<file path="config.mk">
export PLATFORM = sky130hd
export DESIGN_NAME = decimal_number_literal_scanner
export DESIGN_NICKNAME = d
export VERILOG_FILES = /design/src/design/dnls_pkg.sv /design/src/design/dnls_class.sv /design/src/design/dnls_step.sv /design/src/design/decimal_number_literal_scanner.sv
export VERILOG_INCLUDE_DIRS = /design/src /design/src/design
export SDC_FILE = /design/constraint.sdc
export NUM_CORES = 1
export LEC_CHECK = 0
export ABC_CLOCK_PERIOD_IN_PS = 3200
export BUFFER_PORTS_ARGS = -buffer_cell sky130_fd_sc_hd__buf_2
export CAP_MARGIN = 20
export CORE_ASPECT_RATIO = 1.25
export CORE_MARGIN = 1
export CORE_UTILIZATION = 45
export DETAILED_ROUTE_END_ITERATION = 8
export GPL_ROUTABILITY_DRIVEN = 0
export PLACE_DENSITY = 0.65
export SYNTH_ARGS = -nofsm -noshare
export SYNTH_HDL_FRONTEND = slang
export SYNTH_SLANG_ARGS = --single-unit
export TNS_END_PERCENT = 100
</file>
<file path="constraint.sdc">
create_clock -name clk -period 3.2 [get_ports clk]
set_input_delay 0.16 -clock clk [delete_from_list [all_inputs] [get_ports clk]]
set_output_delay 0.16 -clock clk [all_outputs]
set_load 0.01 [all_outputs]
</file>
<file path="src/design/assert_macros.svh">
// Assertion macros shared by the decimal literal scanner modules.
// Every macro expects a clock named clk and an active-low reset named rst_n.
`ifndef ASSERT_MACROS_SVH
`define ASSERT_MACROS_SVH
`ifndef ASSERT_OFF
`define ASSERT_IMPLY(lbl, prop, msg) \
  lbl: assert property (@(posedge clk) disable iff (!rst_n) prop) else $error(msg);
`define ASSERT_ALWAYS(lbl, cond, msg) \
  lbl: assert property (@(posedge clk) disable iff (!rst_n) (cond)) else $error(msg);
`else
`define ASSERT_IMPLY(lbl, prop, msg)
`define ASSERT_ALWAYS(lbl, cond, msg)
`endif
`endif

</file>
<file path="src/design/dnls_pkg.sv">
// Types and constants for the decimal literal scanner.
// No dependencies; every module of the block imports this package.
package dnls_pkg;

  typedef enum logic [3:0] {
    PH_IDLE,
    PH_SPACE,
    PH_SIGN,
    PH_INT,
    PH_DOT,
    PH_FRAC,
    PH_EXP,
    PH_EXPSIGN,
    PH_EXPDIG
  } phase_t;

  typedef enum logic [2:0] {
    CC_SPACE,
    CC_DIGIT,
    CC_DOT,
    CC_MINUS,
    CC_PLUS,
    CC_EXP,
    CC_OTHER
  } char_class_t;

  typedef enum logic [1:0] {
    ST_ACCEPT = 2'd0,
    ST_REJECT = 2'd1,
    ST_LONG   = 2'd2
  } status_t;

  typedef struct packed {
    logic       valid;
    status_t    status;
    logic [7:0] skipped;
    logic [7:0] end_offset;
  } result_t;

  localparam logic [7:0] CH_ZERO  = 8'h30;
  localparam logic [7:0] CH_NINE  = 8'h39;
  localparam logic [7:0] CH_DOT   = 8'h2E;
  localparam logic [7:0] CH_LOW_E = 8'h65;
  localparam logic [7:0] CH_UP_E  = 8'h45;
  localparam logic [7:0] CH_MINUS = 8'h2D;
  localparam logic [7:0] CH_PLUS  = 8'h2B;
  localparam logic [7:0] CH_SP    = 8'h20;
  localparam logic [7:0] CH_TAB   = 8'h09;
  localparam logic [7:0] CH_LF    = 8'h0A;
  localparam logic [7:0] CH_CR    = 8'h0D;

endpackage

</file>
<file path="src/design/dnls_class.sv">
// Character classifier: sorts one text byte into the classes the scanner uses.
// Depends on dnls_pkg.
module dnls_class (
  input  logic [7:0]               ch,
  output dnls_pkg::char_class_t    cls
);
  import dnls_pkg::*;

  always_comb begin
    if (ch == CH_SP || ch == CH_TAB || ch == CH_LF || ch == CH_CR) begin
      cls = CC_SPACE;
    end else if (ch >= CH_ZERO && ch <= CH_NINE) begin
      cls = CC_DIGIT;
    end else if (ch == CH_DOT) begin
      cls = CC_DOT;
    end else if (ch == CH_MINUS) begin
      cls = CC_MINUS;
    end else if (ch == CH_PLUS) begin
      cls = CC_PLUS;
    end else if (ch == CH_LOW_E || ch == CH_UP_E) begin
      cls = CC_EXP;
    end else begin
      cls = CC_OTHER;
    end
  end

endmodule

</file>
<file path="src/design/dnls_step.sv">
// Scan state machine: phase register, byte and whitespace counters, and the
// result decision for one character. Depends on dnls_pkg and assert_macros.svh.
`include "assert_macros.svh"

module dnls_step #(
  parameter int MAX_LEN = 255
) (
  input  logic                  clk,
  input  logic                  rst_n,
  input  logic                  en,
  input  logic                  first,
  input  dnls_pkg::char_class_t cls,
  output dnls_pkg::result_t     res
);
  import dnls_pkg::*;

  localparam int CNT_W = $clog2(MAX_LEN + 1);
  localparam logic [CNT_W-1:0] MAX_CNT = CNT_W'(MAX_LEN);
  localparam logic [7:0] MAX_SAT = (MAX_LEN > 255) ? 8'd255 : 8'(MAX_LEN);

  phase_t           phase_r, phase_nxt;
  logic [CNT_W-1:0] char_cnt_r, char_cnt_nxt;
  logic [CNT_W-1:0] space_cnt_r, space_cnt_nxt;

  phase_t           cur_phase;
  logic [CNT_W-1:0] cur_char;
  logic [CNT_W-1:0] cur_space;
  phase_t           step_phase;
  logic             go_accept;
  logic             go_reject;

  function automatic logic [7:0] sat8(input logic [CNT_W-1:0] v);
    if (32'(v) > 32'd255) begin
      return 8'd255;
    end
    return 8'(v);
  endfunction

  // A start flag reopens the scan before this byte is looked at.
  assign cur_phase = first ? PH_SPACE : phase_r;
  assign cur_char  = first ? '0 : char_cnt_r;
  assign cur_space = first ? '0 : space_cnt_r;

  always_comb begin
    step_phase = PH_IDLE;
    go_accept  = 1'b0;
    go_reject  = 1'b0;
    case (cur_phase)
      PH_SPACE: begin
        case (cls)
          CC_SPACE: step_phase = PH_SPACE;
          CC_MINUS: step_phase = PH_SIGN;
          CC_DIGIT: step_phase = PH_INT;
          CC_DOT:   step_phase = PH_DOT;
          default:  go_reject  = 1'b1;
        endcase
      end
      PH_SIGN: begin
        case (cls)
          CC_DIGIT: step_phase = PH_INT;
          CC_DOT:   step_phase = PH_DOT;
          default:  go_reject  = 1'b1;
        endcase
      end
      PH_INT: begin
        case (cls)
          CC_DIGIT: step_phase = PH_INT;
          CC_DOT:   step_phase = PH_FRAC;
          CC_EXP:   step_phase = PH_EXP;
          default:  go_accept  = 1'b1;
        endcase
      end
      PH_DOT: begin
        case (cls)
          CC_DIGIT: step_phase = PH_FRAC;
          default:  go_reject  = 1'b1;
        endcase
      end
      PH_FRAC: begin
        case (cls)
          CC_DIGIT: step_phase = PH_FRAC;
          CC_EXP:   step_phase = PH_EXP;
          default:  go_accept  = 1'b1;
        endcase
      end
      PH_EXP: begin
        case (cls)
          CC_PLUS, CC_MINUS: step_phase = PH_EXPSIGN;
          CC_DIGIT:          step_phase = PH_EXPDIG;
          default:           go_reject  = 1'b1;
        endcase
      end
      PH_EXPSIGN: begin
        case (cls)
          CC_DIGIT: step_phase = PH_EXPDIG;
          default:  go_reject  = 1'b1;
        endcase
      end
      PH_EXPDIG: begin
        case (cls)
          CC_DIGIT: step_phase = PH_EXPDIG;
          default:  go_accept  = 1'b1;
        endcase
      end
      default: begin
        step_phase = PH_IDLE;
      end
    endcase
  end

  always_comb begin
    phase_nxt      = cur_phase;
    char_cnt_nxt   = cur_char;
    space_cnt_nxt  = cur_space;
    res.valid      = 1'b0;
    res.status     = ST_ACCEPT;
    res.skipped    = sat8(cur_space);
    res.end_offset = sat8(cur_char);
    if (cur_phase != PH_IDLE) begin
      if (go_accept || go_reject) begin
        res.valid  = 1'b1;
        res.status = go_accept ? ST_ACCEPT : ST_REJECT;
        phase_nxt  = PH_IDLE;
      end else if (cur_char >= MAX_CNT) begin
        // The byte would still extend the literal but the length budget is spent.
        res.valid      = 1'b1;
        res.status     = ST_LONG;
        res.end_offset = MAX_SAT;
        phase_nxt      = PH_IDLE;
      end else begin
        if (step_phase == PH_SPACE) begin
          space_cnt_nxt = cur_space + 1'b1;
        end
        char_cnt_nxt = cur_char + 1'b1;
        phase_nxt    = step_phase;
      end
    end
  end

  always_ff @(posedge clk) begin
    if (!rst_n) begin
      phase_r     <= PH_IDLE;
      char_cnt_r  <= '0;
      space_cnt_r <= '0;
    end else if (en) begin
      phase_r     <= phase_nxt;
      char_cnt_r  <= char_cnt_nxt;
      space_cnt_r <= space_cnt_nxt;
    end
  end

  `ASSERT_ALWAYS(a_space_le_char, space_cnt_r <= char_cnt_r, "whitespace count exceeds byte count")
  `ASSERT_ALWAYS(a_char_le_max, char_cnt_r <= MAX_CNT, "byte count ran past the length limit")
  `ASSERT_IMPLY(a_result_closes, en && res.valid |=> phase_r == PH_IDLE, "scan still open after its result")
  `ASSERT_IMPLY(a_idle_no_result, en && !first && phase_r == PH_IDLE |-> !res.valid, "result with no scan open")

endmodule

</file>
<file path="src/design/decimal_number_literal_scanner.sv">
// Decimal literal scanner, top level. An item sits in the input register, and its result
// (if any) is then loaded into the result register, held back while that slot is full
// and not being drained. Throughput: one item per cycle while the result slot is free.
// Reset (rst_n low, synchronous) empties both registers and puts the scan idle.
// Depends on dnls_pkg, dnls_class, dnls_step and assert_macros.svh.
`include "assert_macros.svh"

module decimal_number_literal_scanner #(
  parameter int MAX_LEN = 255
) (
  input  logic        clk,
  input  logic        rst_n,
  input  logic        in_tvalid,
  output logic        in_tready,
  input  logic [7:0]  in_tdata,   // [7:0] ch
  input  logic        in_tuser,   // [0] first
  output logic        out_tvalid,
  input  logic        out_tready,
  output logic [23:0] out_tdata   // [1:0] status, [9:2] skipped, [17:10] end_offset, zero pad
);
  import dnls_pkg::*;

  logic        in_valid_r;
  logic        in_first_r;
  logic [7:0]  in_ch_r;
  logic        out_valid_r;
  logic [17:0] out_data_r;

  logic        out_free;
  logic        proc;
  char_class_t cls;
  result_t     res;
  logic [1:0]  out_status;
  logic [7:0]  out_skipped;
  logic [7:0]  out_end;

  // The result slot can take a new value when empty or being drained this cycle.
  assign out_free  = !out_valid_r || out_tready;
  assign proc      = in_valid_r && out_free;
  assign in_tready = !in_valid_r || out_free;

  always_ff @(posedge clk) begin
    if (!rst_n) begin
      in_valid_r <= 1'b0;
    end else if (in_tready) begin
      in_valid_r <= in_tvalid;
    end
  end

  always_ff @(posedge clk) begin
    if (in_tready && in_tvalid) begin
      in_first_r <= in_tuser;
      in_ch_r    <= in_tdata;
    end
  end

  dnls_class u_class (
    .ch  (in_ch_r),
    .cls (cls)
  );

  dnls_step #(
    .MAX_LEN (MAX_LEN)
  ) u_step (
    .clk   (clk),
    .rst_n (rst_n),
    .en    (proc),
    .first (in_first_r),
    .cls   (cls),
    .res   (res)
  );

  always_ff @(posedge clk) begin
    if (!rst_n) begin
      out_valid_r <= 1'b0;
    end else if (out_free) begin
      out_valid_r <= proc && res.valid;
    end
  end

  always_ff @(posedge clk) begin
    if (proc && res.valid) begin
      out_data_r <= {res.end_offset, res.skipped, res.status};
    end
  end

  assign {out_end, out_skipped, out_status} = out_data_r;

  assign out_tvalid = out_valid_r;
  assign out_tdata  = {6'd0, out_end, out_skipped, out_status};

  `ASSERT_IMPLY(a_status_legal, out_tvalid |-> out_status <= ST_LONG, "illegal status code")
  `ASSERT_IMPLY(a_skip_le_end, out_tvalid |-> out_skipped <= out_end, "skip past end offset")
  `ASSERT_IMPLY(a_no_drop, in_valid_r && !proc |=> in_valid_r && $stable(in_ch_r), "item lost")

endmodule

</file>
==> flow_metrics.py, run 1 <==
metrics = {
    "yosys": {
        "ys_ff_latch": 49,
        "synth_edf_count": 27,
        "yosys.cell_types.count": 59,
        "synthFlopType": "edfxtp_1",
        "synth_async_sr_flop_share_pct": 0,
        "postSynthCellCount": 262,
        "ys_seq_area_share_pct": 47.92,
        "netlist_area_sq_mm": 0.002611,
        "syn_avg_cell_area_sq_um": 9.967,
        "synth_warnings": 0,
    },
    "detailed_routing": {
        "wire_per_inst_um": 13.52,
        "drtIter0Drc": 115,
        "via_per_inst": 5.543,
        "antenna_left": 0,
        "drc": 0,
        "vias": 1990,
        "firstDrtPassIters": 4,
        "finalWirelength_um": 4853,
    },
    "sta": {
        "worst_slack_ns": 0.3261,
        "fmax_mhz": 348.0,
        "grt_setup_unrepaired": "false",
        "slew_viol_final": 0,
        "relSlewSlack_pct": 31.91,
        "setup_viol": 0,
        "period_needed_ns": 2.874,
        "hold_viol": 0,
        "worst_pin_slew_ns": 1.021,
        "finalCritPeriodShare_pct": 89.81,
        "fin_setup_tns_ns": 0,
        "fin_worst_skew_ns": 0.008539,
        "timing.hold.ws_ns": 0.03419,
    },
    "cells_and_area": {
        "diodes": 0,
        "final_layout_size_suffix_gt1_share_pct": 19.66,
        "finish.net_count": 309,
        "syn_to_final_growth_pct": 12.99,
        "finalCoreUtilization_pct": 53.47,
        "final_area_sq_mm": 0.002950,
    },
    "setup_path": {
        "required_ns": 3.43,
        "r2r_slack_ns": 0.33,
        "critical_path.max_fanout": 11,
        "worst_r2r_endpoint": "u_step.space_cnt_r[6]",
        "r2r-start": "in_ch_r[7]",
        "r2r_cells": 8,
        "critical_path.cell_chain": "nor3b_2, nand3_1, o211ai_1, o2111ai_2, or3_1, buf_4, nor4_4, mux2i_1",
        "slowest_delay_ns": 0.49,
        "crit_path_end_kind": "register",
        "crit_buf_inv": 1,
        "worst_ep_arrival_time_ns": 3.10,
        "cpLargestDelayFamily": "simple AND/OR/NAND/NOR gates",
        "critPathLaunchType": "register",
        "critPathKind": "register to register",
        "crit_slowest_cell": "or3_1",
    },
    "outcome": {
        "outcome": "completed",
    },
    "min_path": {
        "hold-path-endpoint": "in_first_r",
        "hold_start": "in_tuser",
        "holdPathStages": 1,
        "hp-class": "input pin to register",
    },
    "clock_network": {
        "clkTransAtPathRegs_ns": 0.09,
        "cts_tree": "done",
        "ctsRootBufferMaster": "clkbuf_8",
        "h-tree-depth": 2,
        "cts_max_path_buffers": 2,
        "clock-sinks": 49,
        "insertion_delay_ns": 0.30,
        "postCtsHoldBufs": 0,
        "cts_buffers": 5,
        "cts_setup_buffers": 0,
        "post_cts_resized": 0,
    },
    "floorplanning": {
        "start_util_pct": 47.32,
        "coreArea_sq_mm": 0.005518,
        "die_h_um": 87.17,
        "pin_count": 39,
        "fp.dieW_um": 70.14,
        "num_rows": 30,
        "dieArea_sq_mm": 0.006113,
    },
    "grt": {
        "grt_antenna_before_repair": 0,
        "gr-total-overflow": 0,
        "grt_pass1_vias": 1818,
        "grt_max_degree": 26,
        "grt_first_pass_wirelength_um": 8052,
        "grtUsageTotal_pct": 16.36,
    },
    "place": {
        "port_buffers": 32,
        "dp_worst_setup_slack_ns": 0.3444,
        "dpl_cell_area_sq_mm": 0.002821,
        "hpwl_um": 3568,
    },
    "job": {
        "max_cap_violations": 0,
    },
    "pwr": {
        "cellPowerDensity_mw_per_mm2": 417.4,
        "peakVddDrop_mv": 0.2782,
        "power.leakage_uw": 0.001072,
    },
}
## layer usage
| metal | up-vias | global-route usage [%] | wire length, um |
|---|---|---|---|
| met5 | - | 0 | 0 |
| met1 | 901 | 19.50 | 2161 |
| met4 | 0 | 6.364 | 66 |
| li1 | 1021 | - | - |
| met3 | 6 | 3.356 | 215 |
| met2 | 62 | 28.93 | 2409 |
## kinds of logic after synthesis
group | share of synthesized area (%)
other | 0.1436
and+or+nand+nor | 29.42
adders and majority gates | 0.9582
DFF | 47.92
buffers and inverters | 4.743
AOI/OAI and AO/OA | 13.03
muxes | 3.450
xor gates and xnor gates | 0.3355
## Yosys cell counts (all sizes together), types with 2 or more instances
master,count,area share (%)
o211ai,11,3.4
and3,3,0.72
mux2i,9,3.5
a211o,2,0.67
buf,10,2.7
o22ai,2,0.48
a21o,2,0.57
dfxtp,22,17
edfxtp,27,31
a31oi,2,0.48
nand2b,3,0.72
nor3,3,0.96
o21ai,4,0.77
nand2,35,5.0
nor2b,20,4.8
nor4,4,2.3
and4b,2,0.77
inv,4,0.57
nand3,21,4.0
nor4b,4,2.2
ha,2,0.96
clkbuf,10,1.4
nand3b,2,0.57
a2111oi,2,0.72
nor3b,4,1.3
a21oi,15,2.9
nor2,14,2.0
a211oi,2,0.57
or3,2,0.48
## power by group
part / switching [uW] / total [uW] / internal, uW
sequential: 12.5 / 684 / 672
clock: 199 / 478 / 279
combinational: 44.8 / 69.8 / 25.0
total: 256 / 1230 / 975
## final cells by class
class	instances	area, sq um
clock buffer	6	93.84
clock inverter	2	35.03
sequential	49	1251
timing repair buffer	40	220.2
multi-input combinational	194	1255
fill	500	2567
inverter	4	15.01
tap	64	80.08
## worst register-to-register path: stages, from the launching register on
cell and delay (ns):
edfxtp_1 0.45, nor3b_2 0.30, nand3_1 0.35, o211ai_1 0.29, o2111ai_2 0.23, or3_1 0.49
buf_4 0.23, nor4_4 0.27, mux2i_1 0.20
## worst max-delay path by stage
stage | from | endpoint | slack [ns] | cells past startpoint
6_report | in_ch_r[7] | u_step.space_cnt_r[6] | 0.33 | 8
5_1_grt | in_ch_r[7] | u_step.space_cnt_r[0] | 0.09 | 8
2_1_floorplan | in_first_r | out_data_r[0] | 0.29 | 9
3_3_place_gp | in_ch_r[7] | u_step.space_cnt_r[0] | 0.43 | 8
3_5_place_dp | in_ch_r[7] | u_step.space_cnt_r[7] | 0.34 | 8
4_1_cts | in_ch_r[7] | u_step.space_cnt_r[0] | 0.34 | 8
## state kept, by name, indices dropped and copies added (netlist names)
name / cells
u_step.space_cnt_r: 8
in_ch_r: 8
out_tvalid: 1
u_step.char_cnt_r: 8
out_data_r: 18
in_first_r: 1
u_step.phase_r: 4
in_valid_r: 1
## through the flow
step	std cells	total power [uW]
after global routing	359	1282
after global placement	351	768.4
after detailed placement	351	768.9
after floorplan	267	750.3
after CTS	359	1252
final	359	1231
## cells in the final DEF, fill, tap and decap left out, types with 2 or more instances in the layout
cell,netlist,routed
nand2_1,35,35
buf_2,3,32
edfxtp_1,27,27
dfxtp_1,22,22
nand3_1,21,21
nor2b_1,20,20
a21oi_1,15,15
nor2_1,14,14
o211ai_1,10,10
mux2i_1,9,9
buf_4,6,8
conb_1,1,6
clkbuf_8,0,5
inv_1,4,4
nand2b_1,3,3
and3_1,3,3
o21ai_0,3,3
nor3b_1,3,3
or3_1,2,2
and4b_1,2,2
a31oi_1,2,2
nand3b_1,2,2
o22ai_1,2,2
nor4b_1,2,2
nor3_2,2,2
a211oi_1,2,2
a21o_1,2,2
a211o_1,2,2
nor4_4,2,2
ha_1,2,2
Note: power is estimated with default switching activity, not from simulation.
==> run 2, diff against run 1 <==
--- a/config.mk
+++ b/config.mk
@@ -11,10 +11,9 @@
 export CAP_MARGIN = 20
 export CORE_ASPECT_RATIO = 1.25
 export CORE_MARGIN = 1
-export CORE_UTILIZATION = 45
+export CORE_UTILIZATION = 35
 export DETAILED_ROUTE_END_ITERATION = 8
 export GPL_ROUTABILITY_DRIVEN = 0
-export PLACE_DENSITY = 0.65
 export SYNTH_ARGS = -nofsm -noshare
 export SYNTH_HDL_FRONTEND = slang
 export SYNTH_SLANG_ARGS = --single-unit
==> run 2 against run 1 <==
  * Count of clock-buffer cells in the layout decreased by 1
  * Final area increased by 1.5%
  * Hold slack got worse by 0.015 ns
  * Worst setup slack got worse by 0.0047 ns
  * Total power increased by 4.7%
  * Clock power increased by 12%
  * Core utilization decreased by 11 points
  * Global-route usage decreased by 2.2 points
==> flow_metrics.py, run 2 (synthesis gave the netlist of run 1 again) <==
metrics = {
    "detailed_routing": {
        "wire_per_inst_um": 13.27,
        "drc": 0,
        "drtIter0Drc": 122,
        "via_per_inst": 5.285,
        "firstDrtPassIters": 4,
        "antenna_left": 0,
        "vias": 2024,
        "finalWirelength_um": 5083,
    },
    "setup_path": {
        "worst_ep_arrival_time_ns": 3.11,
        "required_ns": 3.43,
        "startpoint": "in_ch_r[5]",
        "crit_slowest_cell": "a2111oi_0",
        "crit_path_end_kind": "register",
        "critical_path.cell_chain": "nor3b_2, nand3_1, a21oi_1, a2111oi_0, nand2_1, nor4b_1, mux2i_1",
        "critical_path.max_fanout": 11,
        "slowest_delay_ns": 0.66,
        "critPathKind": "register to register",
        "critPathLaunchType": "register",
        "r2r-start": "in_ch_r[5]",
    },
    "sta": {
        "slew_viol_final": 0,
        "fin_worst_skew_ns": 0.01347,
        "setup_viol": 0,
        "relSlewSlack_pct": 52.85,
        "worst_slack_ns": 0.3215,
        "finalCritPeriodShare_pct": 89.95,
        "period_needed_ns": 2.879,
        "fmax_mhz": 347.4,
        "fin_setup_tns_ns": 0,
        "grt_setup_unrepaired": "false",
        "hold_viol": 0,
        "worst_pin_slew_ns": 0.6894,
    },
    "cells_and_area": {
        "final_layout_size_suffix_gt1_share_pct": 19.45,
        "top_register": "out_data_r",
        "diodes": 0,
        "syn_to_final_growth_pct": 14.66,
        "largest_register_ff_count": 18,
        "final_area_sq_mm": 0.002994,
        "final_common_cell": "nand2_1",
        "finish.net_count": 307,
        "final_cell_mix": "nand2_1 (35), buf_2 (32), edfxtp_1 (27), dfxtp_1 (22), nand3_1 (21)",
        "final_cells": 383,
    },
    "floorplanning": {
        "start_util_pct": 36.76,
        "pin_count": 39,
        "die_h_um": 98.57,
        "coreArea_sq_mm": 0.007104,
        "fp.dieW_um": 79.26,
        "dieArea_sq_mm": 0.007812,
        "num_rows": 34,
    },
    "grt": {
        "grt_first_pass_wirelength_um": 8749,
        "grt_antenna_before_repair": 0,
        "grt_pass1_vias": 1938,
        "gr-total-overflow": 0,
        "grt_max_degree": 26,
        "grtUsageTotal_pct": 14.14,
    },
    "clock_network": {
        "ctsRootBufferMaster": "clkbuf_8",
        "cts_max_path_buffers": 2,
        "insertion_delay_ns": 0.31,
        "cts_setup_buffers": 0,
        "h-tree-depth": 2,
        "cts_buffers": 5,
        "clkTransAtPathRegs_ns": 0.10,
        "cts_tree": "done",
        "clock-sinks": 49,
    },
    "place": {
        "dp_worst_setup_slack_ns": 0.2060,
        "dpl_cell_area_sq_mm": 0.002851,
        "port_buffers": 32,
        "place_inst": 375,
        "hpwl_um": 3731,
    },
    "job": {
        "max_cap_violations": 0,
    },
    "pwr": {
        "cellPowerDensity_mw_per_mm2": 430.8,
        "peakVddDrop_mv": 0.2511,
        "power.leakage_uw": 0.001069,
    },
    "outcome": {
        "outcome": "completed",
    },
    "min_path": {
        "hold_start": "in_tuser",
        "hp-class": "input pin to register",
    },
}
[run 2: cell types whose count changed in the layout (fill, tap and decap cells not counted)]
cell	previous run	this run
clkinv_2	1	0
buf_12	0	1
bufinv_16	1	2
clkbuf_16	1	0
or3_1	2	1
or3_4	0	1
buf_4	8	5
inv_6	0	1
[run 2: critical path, delay by kind of cell, from the launching register on]
kind | cells | cell delay [ns]
mux | 1 | 0.22
compound gates | 2 | 0.78
simple gates | 4 | 1.38
flops | 1 | 0.43
[run 2: area by class of cell]
cell class / count / area, sq um
inverters: 4 / 15.01
fillers: 709 / 4110
well taps: 90 / 112.6
repair buffers: 38 / 217.7
clock buffers: 5 / 68.82
clock inverters: 3 / 68.82
multi-input cells: 194 / 1260
flip-flops and latches: 49 / 1251
[run 2: what timing repair did]
item                                    in CTS  in global routing
hold buffers                                 0                  0
resized for setup                            0                  1
endpoints found under the setup margin       0                  4
[run 2: worst paths after layout]
kind         cells after the start                     to  slack [ns]
max                              7  u_step.space_cnt_r[5]        0.32
min                              1             in_first_r        0.02
max reg2reg                      7  u_step.space_cnt_r[5]        0.32
min reg2reg                      2  u_step.space_cnt_r[1]        0.49
[run 2: power breakdown]
group	internal [uW]	switching, uW
Clock	315	219
Combinational	26.5	48.0
Sequential	672	9.94
[run 2: layer usage]
metal	global-route usage, %	wire (um)	vias up
met5	0	0	-
met4	6.154	97	0
met3	2.685	174	9
met2	25.53	2611	48
met1	15.91	2200	954
li1	-	-	1013
[run 2: metrics by stage]
step                      utilization, %  hold slack [ns]  power (uW)
after floorplan                        -           0.2589       750.3
after global placement             40.14           0.3365       769.3
after detailed placement           40.14           0.3381       770.7
after CTS                          42.07          0.01323        1303
after global routing               42.15         0.009572        1334
final                              42.15          0.01884        1290
